`src/rtl/scc_pkg.sv`:
```
// Shared types and constants for the segment cover counter.
package scc_pkg;

  typedef enum logic [1:0] {
    OP_CLEAR = 2'd0,
    OP_ADD   = 2'd1,
    OP_QUERY = 2'd2
  } op_e;

  localparam int unsigned KeyW     = 32;
  localparam int unsigned CountW   = 9;
  localparam logic [CountW-1:0] CountMax = 9'd511;

  // Input item
  typedef struct packed {
    logic [1:0]             operation;
    logic signed [KeyW-1:0] seg_start;
    logic signed [KeyW-1:0] seg_end;
    logic signed [KeyW-1:0] query_point;
  } in_item_t;

  // Result item
  typedef struct packed {
    logic [CountW-1:0] cover_count;
    logic              store_overflowed;
  } out_item_t;

  // Control that travels with an item along the cell row
  typedef struct packed {
    logic vld;
    logic is_query;
    logic ovf;
  } cell_ctl_t;

  // lo carries the segment start or the query point, hi the segment end
  typedef struct packed {
    logic signed [KeyW-1:0] lo;
    logic signed [KeyW-1:0] hi;
  } key_t;

endpackage

```
`src/rtl/scc_out_queue.sv`:
```
// Two-entry result queue at the end of the cell row.
module scc_out_queue (
  input  logic                clk_i,
  input  logic                rst_ni,
  input  logic                push_i,
  input  scc_pkg::out_item_t  push_data_i,
  output logic                full_o,
  output logic                out_valid_o,
  input  logic                out_ready_i,
  output scc_pkg::out_item_t  out_o
);

  scc_pkg::out_item_t ent_q [2];
  logic               wr_ptr_q, wr_ptr_d;
  logic               rd_ptr_q, rd_ptr_d;
  logic [1:0]         cnt_q, cnt_d;
  logic               pop;

  assign out_valid_o = (cnt_q != 2'd0);
  assign full_o      = (cnt_q == 2'd2);
  assign pop         = out_valid_o & out_ready_i;
  assign out_o       = ent_q[rd_ptr_q];

  always_comb begin
    wr_ptr_d = push_i ? ~wr_ptr_q : wr_ptr_q;
    rd_ptr_d = pop ? ~rd_ptr_q : rd_ptr_q;
    cnt_d    = cnt_q + {1'b0, push_i} - {1'b0, pop};
  end

  always_ff @(posedge clk_i or negedge rst_ni) begin
    if (!rst_ni) begin
      wr_ptr_q <= 1'b0;
      rd_ptr_q <= 1'b0;
      cnt_q    <= 2'd0;
    end else begin
      wr_ptr_q <= wr_ptr_d;
      rd_ptr_q <= rd_ptr_d;
      cnt_q    <= cnt_d;
    end
  end

  always_ff @(posedge clk_i) begin
    if (push_i) begin
      ent_q[wr_ptr_q] <= push_data_i;
    end
  end

endmodule

```
`config.mk`:
```
export PLATFORM = sky130hd
export DESIGN_NAME = scc_out_queue
export DESIGN_NICKNAME = d
export VERILOG_FILES = /design/src/rtl/scc_pkg.sv /design/src/rtl/scc_out_queue.sv
export SDC_FILE = /design/constraint.sdc
export NUM_CORES = 1
export LEC_CHECK = 0
export CORE_UTILIZATION = 25
export DETAILED_ROUTE_END_ITERATION = 8
export DONT_BUFFER_PORTS = 1
export PLACE_DENSITY = 0.37
export SYNTH_ARGS = -nofsm -noshare
export SYNTH_HDL_FRONTEND = slang
export SYNTH_SLANG_ARGS = --single-unit
export TNS_END_PERCENT = 10
```
`constraint.sdc`:
```
create_clock -name clk_i -period 2 [get_ports clk_i]
set_clock_uncertainty 0.1 [all_clocks]
set_input_delay 0.1 -clock clk_i [delete_from_list [all_inputs] [get_ports clk_i]]
set_output_delay 0.1 -clock clk_i [all_outputs]
set_load 0.02 [all_outputs]
```
==> flow_summary.toml <==
[outcome]
status = "finished clean"

[power]
p_clk_share_pct = 17.6
peakVddDrop_mv = 0.364
power.switching_uw = 530
power.density_cell_area_nw_per_um2 = 1340
pwr-share-seq_pct = 47.4
pwr-share-comb_pct = 35.0
leakagePower_uw = 0.000450
swShare_pct = 33.0
internal_power_uw = 1080

[logic_synthesis]
synth_ff_type = "edfxtp_1"
syn_avg_cell_area_um2 = 20.0
synth.cell_area_um2 = 958
yosysWarnings = 0
synth_fp_nets = 64
yosysMostFrequentCell = "edfxtp_1"
synth.distinct_cells = 13
synth_seq_area_share_pct = 73.1
yosys.area.top_type = "edfxtp_1"
synth_top_area_share_pct = 62.7
synth_edf_count = 20
synthCells = 48
synthArstFlopShare_pct = 16.7
ys_ff_latch = 24
ys_top_cells_by_count = "20 x edfxtp_1, 9 x mux2_4, 4 x dfrtp_1"
synth_area_leaders = "edfxtp_1 63%, mux2_4 14%, dfrtp_1 10%, ha_1 2.6%, xnor2_1 1.8%"

[global_routing]
grt_overflow = 0
first_global_vias = 461
grt_max_degree = 14
grtUsageTotal_pct = 8.00
grt_first_pass_wirelength_mm = 2.36
antenna_found_initial = 0

[clock_network]
clk_pin_slew_ns = 0.08
htree_num_levels = 1
insertion_delay_ns = 0.26
cts.sinks = 24
cts_root_buffer = "clkbuf_8"
cts_buffers = 3
cts_tree = "done"
clk_path_buf_depth = 2
cts_setup_buffers = 0

[cells_and_area]
drive_gt1_share_pct = 24.2
final_nets = 83
antenna_cells = 0
areaGrowthSynthToFinish_pct = 24.9
final_area_um2 = 1200

[job]
maxCapViolCount = 0

[routing]
drt_wl_total_mm = 1.49
routedWlPerCell_um = 13.0
routed_via_density = 3.83
dr.pass1.iters = 2
vias = 437
antenna_left = 0
drt_iter0_drc = 2
drc = 0

[floorplan]
core_um2 = 3660
initial_core_util_pct = 26.2
top_level_ports = 26
die_width_um = 63.9
fp-row-count = 22
die_h_um = 63.9
die_area_um2 = 4090

[worst_setup_path]
start_kind = "flop"
timing.setup.critical_path_class = "flop to output pin"
critPathCaptureType = "output pin"
crit_family = "flip-flops"
cp.arrival_ns = 1.45
crit_slowest_cell = "dfrtp_1"
critical_path_required_ns = 1.80
crit_fanout = 7
cpPeakStageDelay_ns = 0.60
path_buf_inv = 1
path_cells = "buf_4 > mux2_4"

[sta]
period_minus_slack_ns = 1.65
fmax_mhz = 605
hold_violations = 0
rsz0062_at_grt = "no"
setup_viol = 0
timing.setup.tns_ns = 0
slew_violations = 0
relSlewSlack_pct = 65.2
worst_slew_pin_slew_ns = 0.522
finalCritPeriodShare_pct = 82.6

[place]
globalplace.congestion = 0.635
place_area_um2 = 1020
port_buffers = 0

[hold_path]
hold_path_class = "input pin to asynchronous set/reset pin"
==> cells in the final DEF, fill, tap and decap left out <==
| master | count |
|---|---|
| xor2_1 | 2 |
| dlygate4sd3_1 | 13 |
| edfxtp_1 | 20 |
| dfrtp_1 | 4 |
| and2_1 | 1 |
| nor2b_1 | 2 |
| or2_2 | 1 |
| xnor2_1 | 2 |
| o21a_1 | 1 |
| buf_4 | 2 |
| ha_1 | 2 |
| mux2_2 | 1 |
| clkbuf_8 | 3 |
| inv_1 | 2 |
| mux2_4 | 9 |
| clkbuf_1 | 1 |
==> stage by stage <==
| step | total power [µW] | util (%) | worst slack (ns) | std cells | hold WS, ns |
|---|---|---|---|---|---|
| final | 1610 | 32.7 | 0.348 | 114 | 0.0142 |
| after global routing | 1710 | 32.7 | 0.259 | 114 | 0.0128 |
| after CTS | 1640 | 32.7 | 0.307 | 114 | 0.0121 |
| after detailed placement | 1330 | 27.9 | 0.403 | 97 | -0.295 |
| after global placement | 1320 | 27.9 | 0.418 | 97 | -0.295 |
| after floorplan | 1240 | - | 0.475 | 48 | -0.296 |
==> per-layer routing <==
layer / wire length (µm) / part of all wire, % / global-route usage (%) / vias up
met2: 701 / 47 / 12.1 / 13
met5: 0 / 0 / 0 / -
li1: - / - / - / 209
met3: 67 / 4.5 / 1.79 / 2
met4: 12 / 0.81 / 4.26 / 0
met1: 704 / 47 / 10.6 / 213
==> path summary, 6_finish.rpt <==
| path | from | to | slack [ns] | depth (start not counted) |
|---|---|---|---|---|
| min reg2reg | wr_ptr_q | wr_ptr_q | 0.38 | 1 |
| min | rst_ni | cnt_q[0] | 0.01 | 1 |
| min in group clk_i | push_i | ent_q[0][3] | 0.20 | 2 |
| max reg2reg | cnt_q[1] | cnt_q[1] | 0.39 | 6 |
| max in group asynchronous | rst_ni | cnt_q[1] | 1.61 | 1 |
| max | rd_ptr_q | out_o[1] | 0.35 | 2 |
==> flip-flops by register name, indices dropped and copies added (netlist names) <==
register and flops:
wr_ptr_q 1, ent_q 20, cnt_q 2, rd_ptr_q 1
==> power groups by stage <==
stage	clock (µW)	sequential, µW	combinational [µW]
after global placement	0	770	553
after CTS	298	764	578
after detailed placement	0	776	552
final	284	762	563
after global routing	316	784	607
after floorplan	0	732	509
==> layout make-up <==
cell class	count	area [µm²]
inverter	2	7.51
timing repair buffer	15	145
multi-input combinational	21	239
sequential	24	701
clock buffer	4	45.0
fill	374	2460
tap	48	60.1
==> timing repair <==
| item | in CTS | in global routing |
|---|---|---|
| endpoints found under the hold margin | 27 | 0 |
| resized for setup | 0 | 0 |
| hold buffers | 13 | 0 |
==> cells by family after synthesis <==
| logic type | share of synthesized area [%] |
|---|---|
| AND/OR/NAND/NOR | 2.61 |
| buffers and inverters | 1.96 |
| adder cells (fa/ha/maj) | 2.61 |
| AO/OA/AOI/OAI | 0.784 |
| XOR/XNOR | 3.66 |
| multiplexers | 15.3 |
| flip-flops | 73.1 |
Note: power is estimated with default switching activity, not from simulation.
