[src/rtl/scc_pkg.sv]
// Shared types and constants for the segment cover counter.
package scc_pkg;

  typedef enum logic [1:0] {
    OP_CLEAR = 2'd0,
    OP_ADD   = 2'd1,
    OP_QUERY = 2'd2
  } op_e;

  localparam int unsigned KeyW     = 32;
  localparam int unsigned CountW   = 9;
  localparam logic [CountW-1:0] CountMax = 9'd511;

  // Input item
  typedef struct packed {
    logic [1:0]             operation;
    logic signed [KeyW-1:0] seg_start;
    logic signed [KeyW-1:0] seg_end;
    logic signed [KeyW-1:0] query_point;
  } in_item_t;

  // Result item
  typedef struct packed {
    logic [CountW-1:0] cover_count;
    logic              store_overflowed;
  } out_item_t;

  // Control that travels with an item along the cell row
  typedef struct packed {
    logic vld;
    logic is_query;
    logic ovf;
  } cell_ctl_t;

  // lo carries the segment start or the query point, hi the segment end
  typedef struct packed {
    logic signed [KeyW-1:0] lo;
    logic signed [KeyW-1:0] hi;
  } key_t;

endpackage

[src/rtl/scc_cell.sv]
// One cell of the row: holds one segment, captures adds, counts for queries.
module scc_cell #(
  parameter int TW  = 9,
  parameter int IDX = 0
) (
  input  logic              clk_i,
  input  logic              rst_ni,
  input  logic              adv_i,
  input  scc_pkg::cell_ctl_t ctl_i,
  input  scc_pkg::key_t     key_i,
  input  logic [TW-1:0]     tag_i,
  input  logic [TW-1:0]     cnt_i,
  output scc_pkg::cell_ctl_t ctl_o,
  output scc_pkg::key_t     key_o,
  output logic [TW-1:0]     tag_o,
  output logic [TW-1:0]     cnt_o
);

  scc_pkg::key_t      seg_q;
  scc_pkg::cell_ctl_t ctl_q;
  scc_pkg::key_t      key_q;
  logic [TW-1:0]      tag_q;
  logic [TW-1:0]      cnt_q, cnt_d;
  logic               hit, pt_in;

  // add with this slot's index takes the segment
  assign hit = ctl_i.vld & ~ctl_i.is_query & (tag_i == TW'(IDX));

  // only slots below the fill count seen at query entry take part
  assign pt_in = ctl_i.vld & ctl_i.is_query & (TW'(IDX) < tag_i) &
                 (seg_q.lo <= key_i.lo) & (key_i.lo <= seg_q.hi);

  assign cnt_d = cnt_i + TW'(pt_in);

  always_ff @(posedge clk_i or negedge rst_ni) begin
    if (!rst_ni) begin
      ctl_q <= '0;
    end else if (adv_i) begin
      ctl_q <= ctl_i;
    end
  end

  always_ff @(posedge clk_i) begin
    if (adv_i) begin
      key_q <= key_i;
      tag_q <= tag_i;
      cnt_q <= cnt_d;
      if (hit) begin
        seg_q <= key_i;
      end
    end
  end

  assign ctl_o = ctl_q;
  assign key_o = key_q;
  assign tag_o = tag_q;
  assign cnt_o = cnt_q;

endmodule

[config.mk]
export PLATFORM = sky130hd
export DESIGN_NAME = scc_cell
export DESIGN_NICKNAME = d
export VERILOG_FILES = /design/src/rtl/scc_pkg.sv /design/src/rtl/scc_cell.sv
export SDC_FILE = /design/constraint.sdc
export NUM_CORES = 1
export LEC_CHECK = 0
export BUFFER_PORTS_ARGS = -buffer_cell sky130_fd_sc_hd__buf_2
export CORE_MARGIN = 5
export CORE_UTILIZATION = 35
export CTS_CLUSTER_DIAMETER = 50
export DETAILED_ROUTE_END_ITERATION = 8
export HOLD_SLACK_MARGIN = 0.12
export MAX_ROUTING_LAYER = met4
export SKIP_LAST_GASP = 1
export SYNTH_ARGS = -nofsm -noshare
export SYNTH_HDL_FRONTEND = slang
export SYNTH_SLANG_ARGS = --single-unit
[constraint.sdc]
create_clock -name clk_i -period 3.7 [get_ports clk_i]
set_input_delay 0.555 -clock clk_i [delete_from_list [all_inputs] [get_ports clk_i]]
set_output_delay 0.555 -clock clk_i [all_outputs]
set_load 0.005 [all_outputs]
==> impl_results.md, run 1 <==
- Status: finished clean
- # IOs: 173
- Starting density of the core: 35.3%
- Most frequent cells in the layout: 171 x buf_2, 146 x edfxtp_1, 68 x inv_1
- Yosys Warn Count: 0
- Cts bufs inserted: 17
- Final WS setup: 0.464 ns
- Max VDD drop: 0.000327 V
- WL/cell: 15.6 microns
- Pins over their slew limit: 0
- Worst slew margin: 45.3%
- Antenna Violating Nets Remaining: 0
- Finish-stage setup viols: 0
- Drt total wl: 13200 microns
- Placed Area: 7490 sq um
- GRT Residual Overflow: 0
- Setup TNS Final: 0 ns
- Reg clk slew, reported paths: 0.06 ns
- Mux contribution to synthesized area: 0.596%
- GRT Total Usage: 13.6%
- CP Launch Type: flop
- Reg-to-reg endpoint: cnt_o[8]
- First-pass GRT wire length: 20900 microns
- P_leak: 3.49 nW
- Maximum clock rate: 309 MHz
- Cells along the critical path: inv_1 -> ha_1 -> a21oi_1 -> o21ai_1 -> a221oi_1 -> o221ai_1 -> a21oi_1 -> mux2_4 -> a211oi_2 -> ha_1 -> ha_1 -> nand4_1 -> xnor2_1
- GP Congestion: 0.751
- Initial antenna violation count: 3
- Max clock buf depth: 2
- XOR/XNOR Fraction of Synth Area: 0.974%
- Most used cell, CP: ha_1
- Chip height: 144 microns
- Hold crit path type: in2reg
- Chip width: 144 microns
- Mapped Area: 6290 sq um
- CP top delay family: compound AO/OA/AOI/OAI gates
- Layout cell share with drive strength beyond 1: 33.3%
- Filler instances: 1632
- Post-synth top area share: 69.7%
- Clock Tree Root: clkbuf_16
- Design Area, Final: 8010 sq um
- Core Rows: 49
- Dpl ws: 0.0462 ns
- CP max stage delay: 0.35 ns
- Post-synth ARST share: 2.01%
- Worst hold slack: 0.330 ns
- IO buf count: 172
- 1st-iter DRT viols: 168
- Largest family of logic cells by synthesized area: adder cells
- Vias in the first global route: 4209
- DR vias/cell: 4.70
- HP Start: key_i[14]
- Post-Syn Instances: 407
- Hold Path End: key_o[14]
- Setup bufs post-CTS: 0
- CP Class: reg2reg
- Worst Hold Depth: 1
- Leading cell type in the layout, fill and taps excluded: buf_2
- Post-Route Skew: 0.00689 ns
- Max Cap Viol: 0
- Synth Area in Compound Gates: 5.19%
- Skew-Pair Late Insertion Delay: 0.42 ns
- Final nets: 756
- H-tree levels: 4
- Core area: 17800 sq um
- # clock sinks: 149
- Hold_buf cts: 1
- Resize count post-CTS: 0
- PwrDens: 466 nW/um^2
- Syn-to-layout area delta: 27.3%
- Final hold vios: 0
- Area contributors post-synth: edfxtp_1 70%, ha_1 13%, inv_1 4.1%
- Seq/Total Area, Yosys: 70.9%
- EDFF count, synth: 146
- Slowest-stage cell, CP: edfxtp_1
- CP Capture Type: flop
- Leading area contributor after synthesis: edfxtp_1
- CTS tree: done
- Post-synthesis simple-gate area fraction: 5.21%
- Main synth FF type: edfxtp_1
- Routed vias: 3969
- Synthesized Nets: 561
- Synthesized flop and latch total: 149
- R2R cell count: 13
- RSZ-0062 raised after global routing: no
- Min cycle time layout: 3.24 ns
- Largest net degree at the start of global routing: 61
- Die area: 20800 sq um
- DRC Markers: 0
- First-pass DRT Iterations: 4
- WP data required: 3.86 ns
- Reg2reg start: seg_q[5]
- Synth cell types: 34
- Adder-Cell Fraction of Synth Area: 13.1%
- Syn Area/Cell: 15.5 sq um
- Worst-margin pin slew: 0.821 ns
- Critical path buffer and inverter count: 1
- Dpl hpwl: 9900 microns
- CP arrival: 3.40 ns
- R2R Setup Slk: 0.46 ns
- CP max FO: 4
- Fin crit share: 87.5%
-- worst max path at each step --
| stage | from | endpoint | slack (ns) | depth (start not counted) |
|---|---|---|---|---|
| after CTS | seg_q[5] | cnt_o[8] | 0.39 | 13 |
| final | seg_q[5] | cnt_o[8] | 0.46 | 13 |
| after global placement | key_i[37] | cnt_o[8] | 0.20 | 13 |
| after floorplan | key_i[39] | cnt_o[8] | 0.64 | 12 |
| after detailed placement | key_i[37] | cnt_o[8] | 0.05 | 13 |
| after global routing | seg_q[5] | cnt_o[8] | 0.20 | 13 |
-- synthesized netlist by cell type, types with 2 or more instances --
cell type  count
o211ai_1       2
a21o_1         5
nand2_1       15
nor2b_1        2
nor4_1         2
nand4_1       19
inv_1         68
edfxtp_1     146
ha_1          66
mux2_2         2
nor2_1         2
nor3_1         4
dfrtp_1        3
and3_1         2
o21ai_0        6
o21a_1         2
a21oi_1       30
o21ai_1        2
xnor2_1        6
nand3_1        9
-- per-layer routing --
metal / global-route usage [%] / routed length [microns] / up-vias
li1: - / - / 1914
met1: 15.6 / 5540 / 1902
met2: 22.0 / 6460 / 132
met3: 4.76 / 952 / 21
met4: 5.10 / 232 / 0
met5: - / 0 / -
-- cells by family after synthesis --
logic type	after synthesis
AO/OA/AOI/OAI	55
multiplexers	3
adder cells (fa/ha/maj)	66
flip-flops	149
AND/OR/NAND/NOR	59
XOR/XNOR	7
buffers and inverters	68
-- flip-flops by register name, indices dropped and copies added (netlist names) --
name,cells
ctl_o,3
tag_o,9
key_o,64
seg_q,64
cnt_o,9
-- metrics by stage --
stage	std cells	util, %	total power [mW]
finish	844	44.9	3.73
global route	844	44.9	3.91
CTS	841	44.9	3.80
detailed placement	811	42.0	2.27
global placement	811	42.0	2.25
floorplan	407	-	2.08
-- area by class of cell --
class                   instances  area (sq um)  area share, %
multi-input cells             190          1590           19.9
flip-flops and latches        149          4460           55.7
inverters                      68           255           3.19
well taps                     229           287           3.58
clock inverters                 8          62.6          0.781
clock buffers                  21           440           5.50
repair buffers                176           908           11.3
diodes                          3          7.51         0.0937
-- worst register-to-register path, cell delays in order, from the launching register on --
cell	delay [ns]
edfxtp_1	0.35
inv_1	0.07
ha_1	0.24
a21oi_1	0.17
o21ai_1	0.11
a221oi_1	0.30
o221ai_1	0.18
a21oi_1	0.19
mux2_4	0.32
a211oi_2	0.24
ha_1	0.27
ha_1	0.26
nand4_1	0.13
xnor2_1	0.14
-- where the power goes --
group,switching [mW],internal [mW],total (mW)
clock,0.608,0.900,1.51
sequential,0.0173,1.94,1.95
combinational,0.149,0.123,0.271
total,0.774,2.96,3.73
Note: power is estimated with default switching activity, not from simulation.
==> inputs of run 2 (changes only) <==
- BUFFER_PORTS_ARGS: -buffer_cell sky130_fd_sc_hd__buf_2 -> default
- DONT_BUFFER_PORTS: default -> 1
==> run 2 against run 1 <==
  * Critical path depth unchanged
  * First-iteration DRC count down 25%
  * Worst setup slack worse by 0.014 ns
  * Die area unchanged
  * Via count down 18%
  * Combinational power down 65%
  * Hold slack worse by 0.10 ns
  * Global-route usage down 1.1 points
==> impl_results.md, run 2 (same netlist as run 1, synthesis figures left out) <==
- Status: finished clean
- H-tree levels: 4
- Clock Power Share: 46.2%
- CP arrival: 3.43 ns
- Total power: 3.86 mW
- 1st-iter DRT viols: 126
- PwrDens: 533 nW/um^2
- Max VDD drop: 0.000339 V
- CP Launch Type: flop
- Multi-input gate area: 1590 sq um
- GRT Total Usage: 12.5%
- Post-Route Skew: 0.00772 ns
- Met2 usage in global routing: 19.8%
- First-pass GRT wire length: 18700 microns
- Resize count post-CTS: 0
- M1 GR Usage: 14.2%
- Placed Area: 6620 sq um
- CP Class: reg2reg
- Worst-margin pin slew: 0.685 ns
- FF+latch area: 4460 sq um
- Core Rows: 49
- Final nets: 583
- Worst slew margin: 54.2%
- Routed vias: 3236
- CP max FO: 4
- Combinational Power Share: 2.4%
- DRC Markers: 0
- Cts bufs inserted: 17
- P_int: 3.11 mW
- DR vias/cell: 4.82
- Design Area, Final: 7240 sq um
- First-pass DRT Iterations: 4
- CP Capture Type: flop
- Antenna Violating Nets Remaining: 0
- Final WS setup: 0.450 ns
- IO buf count: 0
- GP Congestion: 0.770
- Syn-to-layout area delta: 15.1%
- Switch share: 19.4%
- Chip width: 144 microns
- Finish-stage setup viols: 0
- WL/cell: 18.4 microns
- Met3 Use GR: 5.75%
- Reg clk slew, reported paths: 0.06 ns
- Fin crit share: 87.8%
- P_leak: 2.85 nW
- P_sw: 749 uW
- Starting density of the core: 35.3%
- Max Cap Viol: 0
- Most frequent cells in the layout: 146 x edfxtp_1, 68 x inv_1, 66 x ha_1
- Die area: 20800 sq um
- Sequential share of power: 51.4%
- Layout cell share with drive strength beyond 1: 8.37%
- RSZ-0062 raised after global routing: no
- Dpl hpwl: 9160 microns
- Min cycle time layout: 3.25 ns
- Skew-Pair Late Insertion Delay: 0.42 ns
- Leading cell type in the layout, fill and taps excluded: edfxtp_1
- Final hold vios: 0
- Maximum clock rate: 308 MHz
- # IOs: 173
- Setup TNS Final: 0 ns
- Dpl ws: 0.192 ns
- GRT Residual Overflow: 0
- Filler instances: 1631
- Gr busiest metal: met2
- Drt total wl: 12400 microns
- Initial antenna violation count: 0
- WP data required: 3.88 ns
- Antenna diodes: 0
- Core area: 17800 sq um
- Pins over their slew limit: 0
- Vias in the first global route: 3447
- # clock sinks: 149
- Max clock buf depth: 2
- Clock Tree Root: clkbuf_16
- CTS tree: done
- Chip height: 144 microns
- Largest net degree at the start of global routing: 87
- Hold crit path type: in2reg
## run 2: changes by cell type in the layout (fill, tap and decap cells not counted)
cell	before	now
clkinv_2	5	3
diode_2	3	0
bufinv_16	1	4
clkinv_4	0	3
buf_4	3	1
buf_2	171	0
clkinv_1	2	1
clkbuf_1	4	2
clkinvlp_4	0	1
inv_6	0	1
## run 2: final timing paths
check                      startpoint  endpoint  slack, ns  depth (start not counted)
max                          seg_q[5]  cnt_o[8]       0.45                         13
max in group asynchronous      rst_ni  ctl_o[0]       3.17                          1
min in group asynchronous      rst_ni  ctl_o[2]       0.38                          1
min                          key_i[7]  key_o[7]       0.23                          0
min reg2reg                  ctl_o[0]  ctl_o[0]       0.55                          1
max reg2reg                  seg_q[5]  cnt_o[8]       0.45                         13
## run 2: critical path: stages (launching register included)
cell and delay (ns):
edfxtp_1 0.36, inv_1 0.07, ha_1 0.24, a21oi_1 0.15, o21ai_1 0.10, a221oi_1 0.31
o221ai_1 0.20, a21oi_1 0.20, mux2_4 0.32, a211oi_2 0.24, ha_1 0.27, ha_1 0.26
nand4_1 0.14, xnor2_1 0.14
## run 2: metrics by stage
step,hold slack [ns],utilization (%),std cells
3_5_place_dp,0.260,37.1,638
5_1_grt,0.198,40.6,671
4_1_cts,0.202,40.6,671
3_3_place_gp,0.260,37.1,638
6_report,0.228,40.6,671
2_1_floorplan,0.259,-,407
## run 2: per-layer routing
metal	vias up	share of wire (%)
li1	1566	-
met1	1528	40
met2	128	49
met3	14	9.3
met4	0	1.3
met5	-	0
## run 2: layout make-up
class	count	share of cell area [%]
clock buffers	19	5.98
clock inverters	13	2.50
inverters	68	3.52
multi-input cells	190	22.0
flip-flops and latches	149	61.6
well taps	229	3.96
repair buffers	3	0.518
## run 2: timing repair
item,4_1_cts,5_1_grt
endpoints found under the setup margin,0,0
hold buffers,1,0
hold endpoints to repair,3,0
buffers inserted,0,0
## run 2: power by group through the flow
stage / Sequential (mW) / Combinational, mW / Clock, mW
after floorplan: 2.00 / 0.0733 / 0
after CTS: 1.99 / 0.0952 / 1.83
after global placement: 2.02 / 0.0880 / 0
after detailed placement: 2.02 / 0.0929 / 0
after global routing: 1.99 / 0.110 / 1.91
final: 1.98 / 0.0940 / 1.78
==> inputs of run 3 (changes only) <==
- CORE_ASPECT_RATIO: default -> 0.9
- CTS_CLUSTER_DIAMETER: 50 -> default
==> run 3 against run 2 <==
  * Design area grew 0.24%
  * Critical path depth shrank 1
  * Sequential share of layout area shrank 0.15 points
  * Die area is essentially flat
  * Combinational power grew 1%
  * Largest cell class unchanged
  * First-iteration DRC count grew 13%
==> impl_results.md, run 3 (same netlist as run 1, synthesis figures left out) <==
- Most frequent cells in the layout: 146 x edfxtp_1, 68 x inv_1, 66 x ha_1
- Dpl ws: 0.158 ns
- Cells after DPL: 649
- Dpl hpwl: 8960 microns
- Reg clk slew, reported paths: 0.06 ns
- Vias in the first global route: 3337
- Filler instances: 1619
- Min cycle time layout: 3.24 ns
- Chip width: 151 microns
- DRC Markers: 0
- HP Start: key_i[16]
- Die area: 20800 sq um
- CP Launch Type: flop
- Post-Route Skew: 0.0212 ns
- Initial antenna violation count: 0
- P_leak: 2.84 nW
- WP data required: 3.88 ns
- Largest net degree at the start of global routing: 87
- Syn-to-layout area delta: 15.4%
- GRT Residual Overflow: 0
- Core area: 17700 sq um
- CP max FO: 4
- Layout cell share with drive strength beyond 1: 8.37%
- Pins over their slew limit: 0
- CP Capture Type: flop
- Max Cap Viol: 0
- IO buf count: 0
- DR vias/cell: 4.63
- Hold crit path type: in2reg
- Final nets: 583
- Met2 wire len: 5880 microns
- Max VDD drop: 0.000277 V
- GP Congestion: 0.765
- Leading cell type in the layout, fill and taps excluded: edfxtp_1
- Skew-Pair Late Insertion Delay: 0.42 ns
- PwrDens: 533 nW/um^2
- Starting density of the core: 35.6%
- CTS tree: done
- H-tree levels: 4
- Finish-stage setup viols: 0
- CP Class: reg2reg
- Worst hold slack: 0.222 ns
- Non-filler cells, final: 682
- Final hold vios: 0
- # IOs: 173
- GRT Total Usage: 12.6%
- # clock sinks: 149
- Reg2reg start: seg_q[37]
- Cts bufs inserted: 17
- Met1 wire length: 5310 microns
- Worst-margin pin slew: 0.539 ns
- 1st-iter DRT viols: 143
- Final WS setup: 0.463 ns
- Drt total wl: 12300 microns
- First-pass GRT wire length: 18600 microns
- Setup TNS Final: 0 ns
- Routed vias: 3157
- Worst slew margin: 63.6%
- Status: finished clean
- CP arrival: 3.41 ns
- WL/cell: 18.0 microns
- Chip height: 137 microns
- First-pass DRT Iterations: 4
- Total power: 3.87 mW
- Fin crit share: 87.5%
- Antenna Violating Nets Remaining: 0
- Top routing layer used: met4
- RSZ-0062 raised after global routing: no
- Max clock buf depth: 2
- Maximum clock rate: 309 MHz
- Critical path origin: seg_q[37]
- Met3 wire len: 907 microns
- Antenna diodes: 0
- Clock Tree Root: clkbuf_16
- Core Rows: 46
run 3: cell count changes in the layout (fill, tap and decap cells not counted):
cell	before	now
clkbuf_1	2	3
inv_6	1	0
clkinv_1	1	0
clkinv_2	3	1
clkinvlp_4	1	4
run 3: final cells by class:
class,instances,area (sq um),share of cell area (%)
Clock inverter,12,181,2.50
Inverter,68,255,3.52
Tap cell,240,300,4.14
Sequential cell,149,4460,61.4
Clock buffer,20,437,6.01
Multi-Input combinational cell,190,1590,21.9
Timing Repair Buffer,3,37.5,0.517
run 3: per-stage QoR:
| step | utilization (%) | cell area [sq um] |
|---|---|---|
| floorplan | - | 6300 |
| global placement | 37.5 | 6630 |
| detailed placement | 37.5 | 6630 |
| CTS | 41.1 | 7260 |
| global route | 41.1 | 7260 |
| finish | 41.1 | 7260 |
run 3: worst max-delay path: stages, from the launching register on:
cell	delay (ns)
edfxtp_1	0.38
ha_1	0.31
a21o_1	0.19
nand3_1	0.08
a211oi_1	0.07
o41ai_1	0.57
nand4_1	0.14
and3_1	0.21
a211oi_2	0.26
ha_1	0.27
ha_1	0.25
nand4_1	0.13
xnor2_1	0.14
run 3: metal layers:
| layer | GRT usage, % | up-vias |
|---|---|---|
| li1 | - | 1565 |
| met1 | 15.6 | 1471 |
| met2 | 18.5 | 111 |
| met3 | 5.10 | 10 |
| met4 | 5.04 | 0 |
| met5 | - | - |
run 3: report_power, final:
group / internal, mW / switching, mW / leakage, nW / total (mW)
clock network: 1.13 / 0.662 / 0.286 / 1.79
registers: 1.94 / 0.0422 / 1.41 / 1.98
logic: 0.0446 / 0.0506 / 1.14 / 0.0952
run 3: final timing paths:
| kind | endpoint | slack [ns] | cells after the start |
|---|---|---|---|
| worst min register to register | ctl_o[1] | 0.55 | 1 |
| worst max-delay path | cnt_o[8] | 0.46 | 12 |
| max in group asynchronous | ctl_o[2] | 3.18 | 1 |
| min in group asynchronous | ctl_o[1] | 0.38 | 1 |
| worst min-delay path | key_o[16] | 0.22 | 0 |
| worst max register to register | cnt_o[8] | 0.46 | 12 |
run 3: repair_timing:
item	in CTS	in global routing
hold endpoints to repair	3	0
resized for setup	0	0
buffers inserted	0	0
hold buffers	1	0
